File: src/rtl/core/mfd_pkg.sv
// package for the modulated fractional delay block
// field widths, register indexes, default sizes and the controller command struct
// no dependencies
package mfd_pkg;

  localparam int LINE_DEPTH_DEF  = 32768;
  localparam int SAMPLE_BITS_DEF = 16;

  localparam int BASE_DELAY_W = 23;
  localparam int GAIN_W       = 16;
  localparam int MOD_W        = 16;

  localparam int CFG_IDX_W  = 1;
  localparam int CFG_DATA_W = BASE_DELAY_W;

  localparam logic [CFG_IDX_W-1:0] REG_BASE_DELAY = 1'b0;
  localparam logic [CFG_IDX_W-1:0] REG_DEPTH_GAIN = 1'b1;

  localparam logic [BASE_DELAY_W-1:0] BASE_DELAY_RST = '0;
  localparam logic [GAIN_W-1:0]       DEPTH_GAIN_RST = 16'd8192;

  typedef struct packed {
    logic accept;  // latch request, write line store, start delay and gain products
    logic rd;      // form read addresses and read both taps
    logic interp;  // interpolate between the taps
    logic mix;     // scale delayed sample by gain
    logic load;    // add, saturate and load output register
  } mfd_cmd_t;

endpackage

File: src/rtl/core/mfd_ctrl.sv
// controller for the modulated fractional delay: sequences one request through
// address, interpolate, mix and output steps; owns the output valid flag
// depends on mfd_pkg
module mfd_ctrl
  import mfd_pkg::*;
(
  input  logic      clk_i,
  input  logic      rst_ni,
  input  logic      in_valid_i,
  output logic      in_stall_o,
  output logic      out_valid_o,
  input  logic      out_stall_i,
  output mfd_cmd_t  cmd_o
);

  typedef enum logic [2:0] {
    S_IDLE,
    S_ADDR,
    S_INTERP,
    S_MIX,
    S_OUT
  } state_e;

  state_e state_q, state_d;
  logic   out_valid_q, out_valid_d;
  logic   load;

  // output register is free when empty or being drained this cycle
  assign load = (state_q == S_OUT) && (!out_valid_q || !out_stall_i);

  always_comb begin
    state_d = state_q;
    case (state_q)
      S_IDLE:   if (in_valid_i) state_d = S_ADDR;
      S_ADDR:   state_d = S_INTERP;
      S_INTERP: state_d = S_MIX;
      S_MIX:    state_d = S_OUT;
      S_OUT:    if (load) state_d = S_IDLE;
      default:  state_d = S_IDLE;
    endcase

    out_valid_d = out_valid_q;
    if (load) begin
      out_valid_d = 1'b1;
    end else if (!out_stall_i) begin
      out_valid_d = 1'b0;
    end
  end

  always_ff @(posedge clk_i or negedge rst_ni) begin
    if (!rst_ni) begin
      state_q     <= S_IDLE;
      out_valid_q <= 1'b0;
    end else begin
      state_q     <= state_d;
      out_valid_q <= out_valid_d;
    end
  end

  assign in_stall_o   = (state_q != S_IDLE);
  assign out_valid_o  = out_valid_q;

  assign cmd_o.accept = (state_q == S_IDLE) && in_valid_i;
  assign cmd_o.rd     = (state_q == S_ADDR);
  assign cmd_o.interp = (state_q == S_INTERP);
  assign cmd_o.mix    = (state_q == S_MIX);
  assign cmd_o.load   = load;

`ifndef NO_ASSERTIONS
  a_accept_starts: assert property (@(posedge clk_i) disable iff (!rst_ni)
    (in_valid_i && !in_stall_o) |=> (state_q == S_ADDR))
    else $error("accepted request did not start the sequence");

  a_cmd_exclusive: assert property (@(posedge clk_i) disable iff (!rst_ni)
    $onehot0({cmd_o.accept, cmd_o.rd, cmd_o.interp, cmd_o.mix, cmd_o.load}))
    else $error("more than one datapath command at once");

  a_valid_from_out: assert property (@(posedge clk_i) disable iff (!rst_ni)
    $rose(out_valid_q) |-> ($past(state_q) == S_OUT))
    else $error("output valid rose outside the output step");
`endif

endmodule

File: config.mk
export PLATFORM = sky130hd
export DESIGN_NAME = mfd_ctrl
export DESIGN_NICKNAME = d
export VERILOG_FILES = /design/src/rtl/core/mfd_pkg.sv /design/src/rtl/core/mfd_ctrl.sv
export SDC_FILE = /design/constraint.sdc
export NUM_CORES = 1
export LEC_CHECK = 0
export BUFFER_PORTS_ARGS = -buffer_cell sky130_fd_sc_hd__buf_2
export CORE_AREA = 3 3 40 42
export CTS_CLUSTER_SIZE = 28
export DETAILED_ROUTE_END_ITERATION = 10
export DIE_AREA = 0 0 43 45
export SETUP_SLACK_MARGIN = 0.15
export SYNTH_ARGS = -nofsm -noshare
export SYNTH_HDL_FRONTEND = slang
export SYNTH_SLANG_ARGS = --single-unit
File: constraint.sdc
create_clock -name clk_i -period 2.7 [get_ports clk_i]
set_clock_uncertainty 0.05 [all_clocks]
set_input_delay 0.135 -clock clk_i [delete_from_list [all_inputs] [get_ports clk_i]]
set_output_delay 0.135 -clock clk_i [all_outputs]
set_load 0.02 [all_outputs]
==> metrics.yaml <==
synth:
  synth_warnings: 0
  synth-seq-cells: 4
  syn_area_per_cell_sq_um: 9.76
  synth_cells: 20
  syn_area_sq_um: 195
  synth.distinct_cells: 13
  synth_seq_area_share_pct: 51.3
  synth_nets: 24
worst_setup_path:
  rrSetupSlack_ps: 1560
  crit_type: "reg -> out"
  slowest_delay_ps: 440
  worstPathCellList: "or3b_1, a21oi_1, buf_2"
  rr_startpoint: "state_q[1]"
  cp-start-kind: "register"
  cp.required_ps: 2520
  cp_slowest_cell: "or3b_1"
  worstPathArrival_ps: 1390
  critPathBufInv: 1
  rr_worst_depth: 2
  cp_top_family: "simple AND/OR/NAND/NOR gates"
  r2r-end: "state_q[2]"
  worst-path-max-fanout: 7
  endpoint_kind: "output pin"
routing:
  viasPerCell: 3.60
  drtIter0Drc: 0
  wl_um: 426
  drc: 0
  wire_per_inst_um: 8.88
  vias: 173
  first_pass_iters: 1
  ant_nets: 0
sta:
  final_hold_viol_count: 0
  slew_violations: 0
  fin_crit_ps: 1570
  slew_headroom_pct: 86.1
  worstMarginPinSlew_ps: 209
  fin_setup_tns_ps: 0
  setup_slack_ps: 1130
  rsz0062_at_grt: "false"
  setup_viol: 0
  fmax_ghz: 0.636
  fin_crit_sh_pct: 58.2
power_and_ir_drop:
  irDropWorstVdd_uv: 521
  p_int_uw: 215
  power_frac_seq_pct: 33.8
  p_sw_share_pct: 44.0
  p_clk_share_pct: 18.5
  combinationalPowerShare_pct: 47.7
  p_leak_nw: 0.156
  p_per_area_nw_per_um2: 1330
  p_sw_uw: 169
clock_tree:
  cts_sinks: 4
  cts_root_buffer: "clkbuf_4"
  clk_pin_slew_ps: 40
  cts_buffer_depth: 2
  cts_resized: 0
  cts_inserted_buffers: 3
  htreeDepth: 1
  cts_tree: "done"
  worst_skew_pair.late_latency_ps: 230
placement:
  gp_congestion: 0.599
  dpl_worst_slack_ps: 1360
  port_buffers: 10
min_path:
  min_to: "out_valid_o"
  holdPathStages: 3
  min_path_type: "in -> reg"
  worstHoldStart: "out_stall_i"
layout:
  syn2layout_area_growth_pct: 48.1
  drive_gt1_share_pct: 39.4
  n_antenna_cell: 0
  final_nets: 39
  layout_commonest_cell: "buf_2"
  nFillCells: 147
  final_cell_mix: "10 x buf_2, 4 x dfrtp_1, 3 x nor2_1, 3 x clkbuf_4"
  final_core_util_pct: 22.5
floorplanning:
  initial_utilization_pct: 15.2
  die_area_sq_um: 1940
  core_sq_um: 1280
  die-height_um: 45
  io_pins: 11
  placementRows: 13
  die_w_um: 43
global_route:
  grt_pass1_vias: 180
  grt_pass1_wl_um: 759
  grt_max_degree: 8
  grt_antenna_before_repair: 0
  gr-usage-all-layers_pct: 5.69
  overflow: 0
flow_run:
  max_cap_viol_count: 0
run_status:
  status: "finished clean"
[per-stage QoR]
| stage | area [sq um] | power (mW) | cells | hold WS, ps |
|---|---|---|---|---|
| 6_report | 289 | 0.383 | 48 | 90.6 |
| 4_1_cts | 289 | 0.391 | 48 | 84.7 |
| 3_3_place_gp | 256 | 0.309 | 44 | -108 |
| 5_1_grt | 289 | 0.418 | 48 | 115 |
| 2_1_floorplan | 195 | 0.255 | 20 | -211 |
| 3_5_place_dp | 256 | 0.313 | 44 | -106 |
[cell usage after synthesis, drive strengths merged]
cell / n / area (sq um)
or3b: 1 / 8.76
nor3b: 2 / 15.0
nor2: 3 / 11.3
and3b: 1 / 8.76
buf: 1 / 7.51
dfrtp: 4 / 100
nand2: 2 / 7.51
xnor2: 1 / 8.76
or3: 1 / 6.26
a21oi: 1 / 5.00
nor3: 1 / 5.00
o21bai: 1 / 7.51
inv: 1 / 3.75
[logic make-up (layout without fill, tap and decap cells)]
group	after synthesis	after routing	share of synthesized area [%]
compound gates	2	2	6.41
xor+xnor	1	1	4.49
buf+inv	2	15	5.77
flops	4	4	51.3
simple gates	11	11	32.1
[layout make-up]
class                      instances  area, sq um  share of cell area, %
inverter                           1         3.75                   1.30
sequential                         4          100                   34.6
timing repair buffer              11         60.1                   20.8
tap                               15         18.8                   6.49
clock buffer                       3         22.5                   7.79
multi-input combinational         14         83.8                   29.0
[layer usage]
| metal | global-route usage, % | up-vias | share of wire [%] |
|---|---|---|---|
| met1 | 7.33 | 70 | 53 |
| met3 | 3.59 | 0 | 11 |
| li1 | - | 93 | - |
| met4 | 3.61 | 0 | 0 |
| met2 | 6.89 | 10 | 36 |
| met5 | 0 | - | 0 |
[repair_timing]
action | 4_1_cts | 5_1_grt
hold buffers | 1 | 0
hold endpoints to repair | 4 | 0
setup buffers | 0 | 0
[worst max path at each step]
stage	start	to	slack, ps	depth (start not counted)
finish	state_q[1]	cmd_o[0]	1130	3
global route	state_q[1]	cmd_o[0]	1060	3
CTS	state_q[1]	cmd_o[0]	1110	3
detailed placement	state_q[1]	cmd_o[0]	1360	3
global placement	state_q[1]	cmd_o[0]	1380	3
floorplan	state_q[1]	cmd_o[4]	1290	2
[sequential cells by signal (all words and copies together), names as in the netlist]
register     count
state_q          3
out_valid_o      1
[worst min-delay path, cell delays in order]
cell     delay (ps)
buf_2            90
nand2_1          60
nand2_1          50
[power groups by stage]
stage	clock network (mW)	registers, mW	logic [mW]
after floorplan	0	0.127	0.127
after global placement	0	0.128	0.181
after detailed placement	0	0.130	0.183
after CTS	0.0757	0.130	0.185
after global routing	0.0815	0.137	0.200
final	0.0711	0.130	0.183
Power figures use the tool's default switching activity.
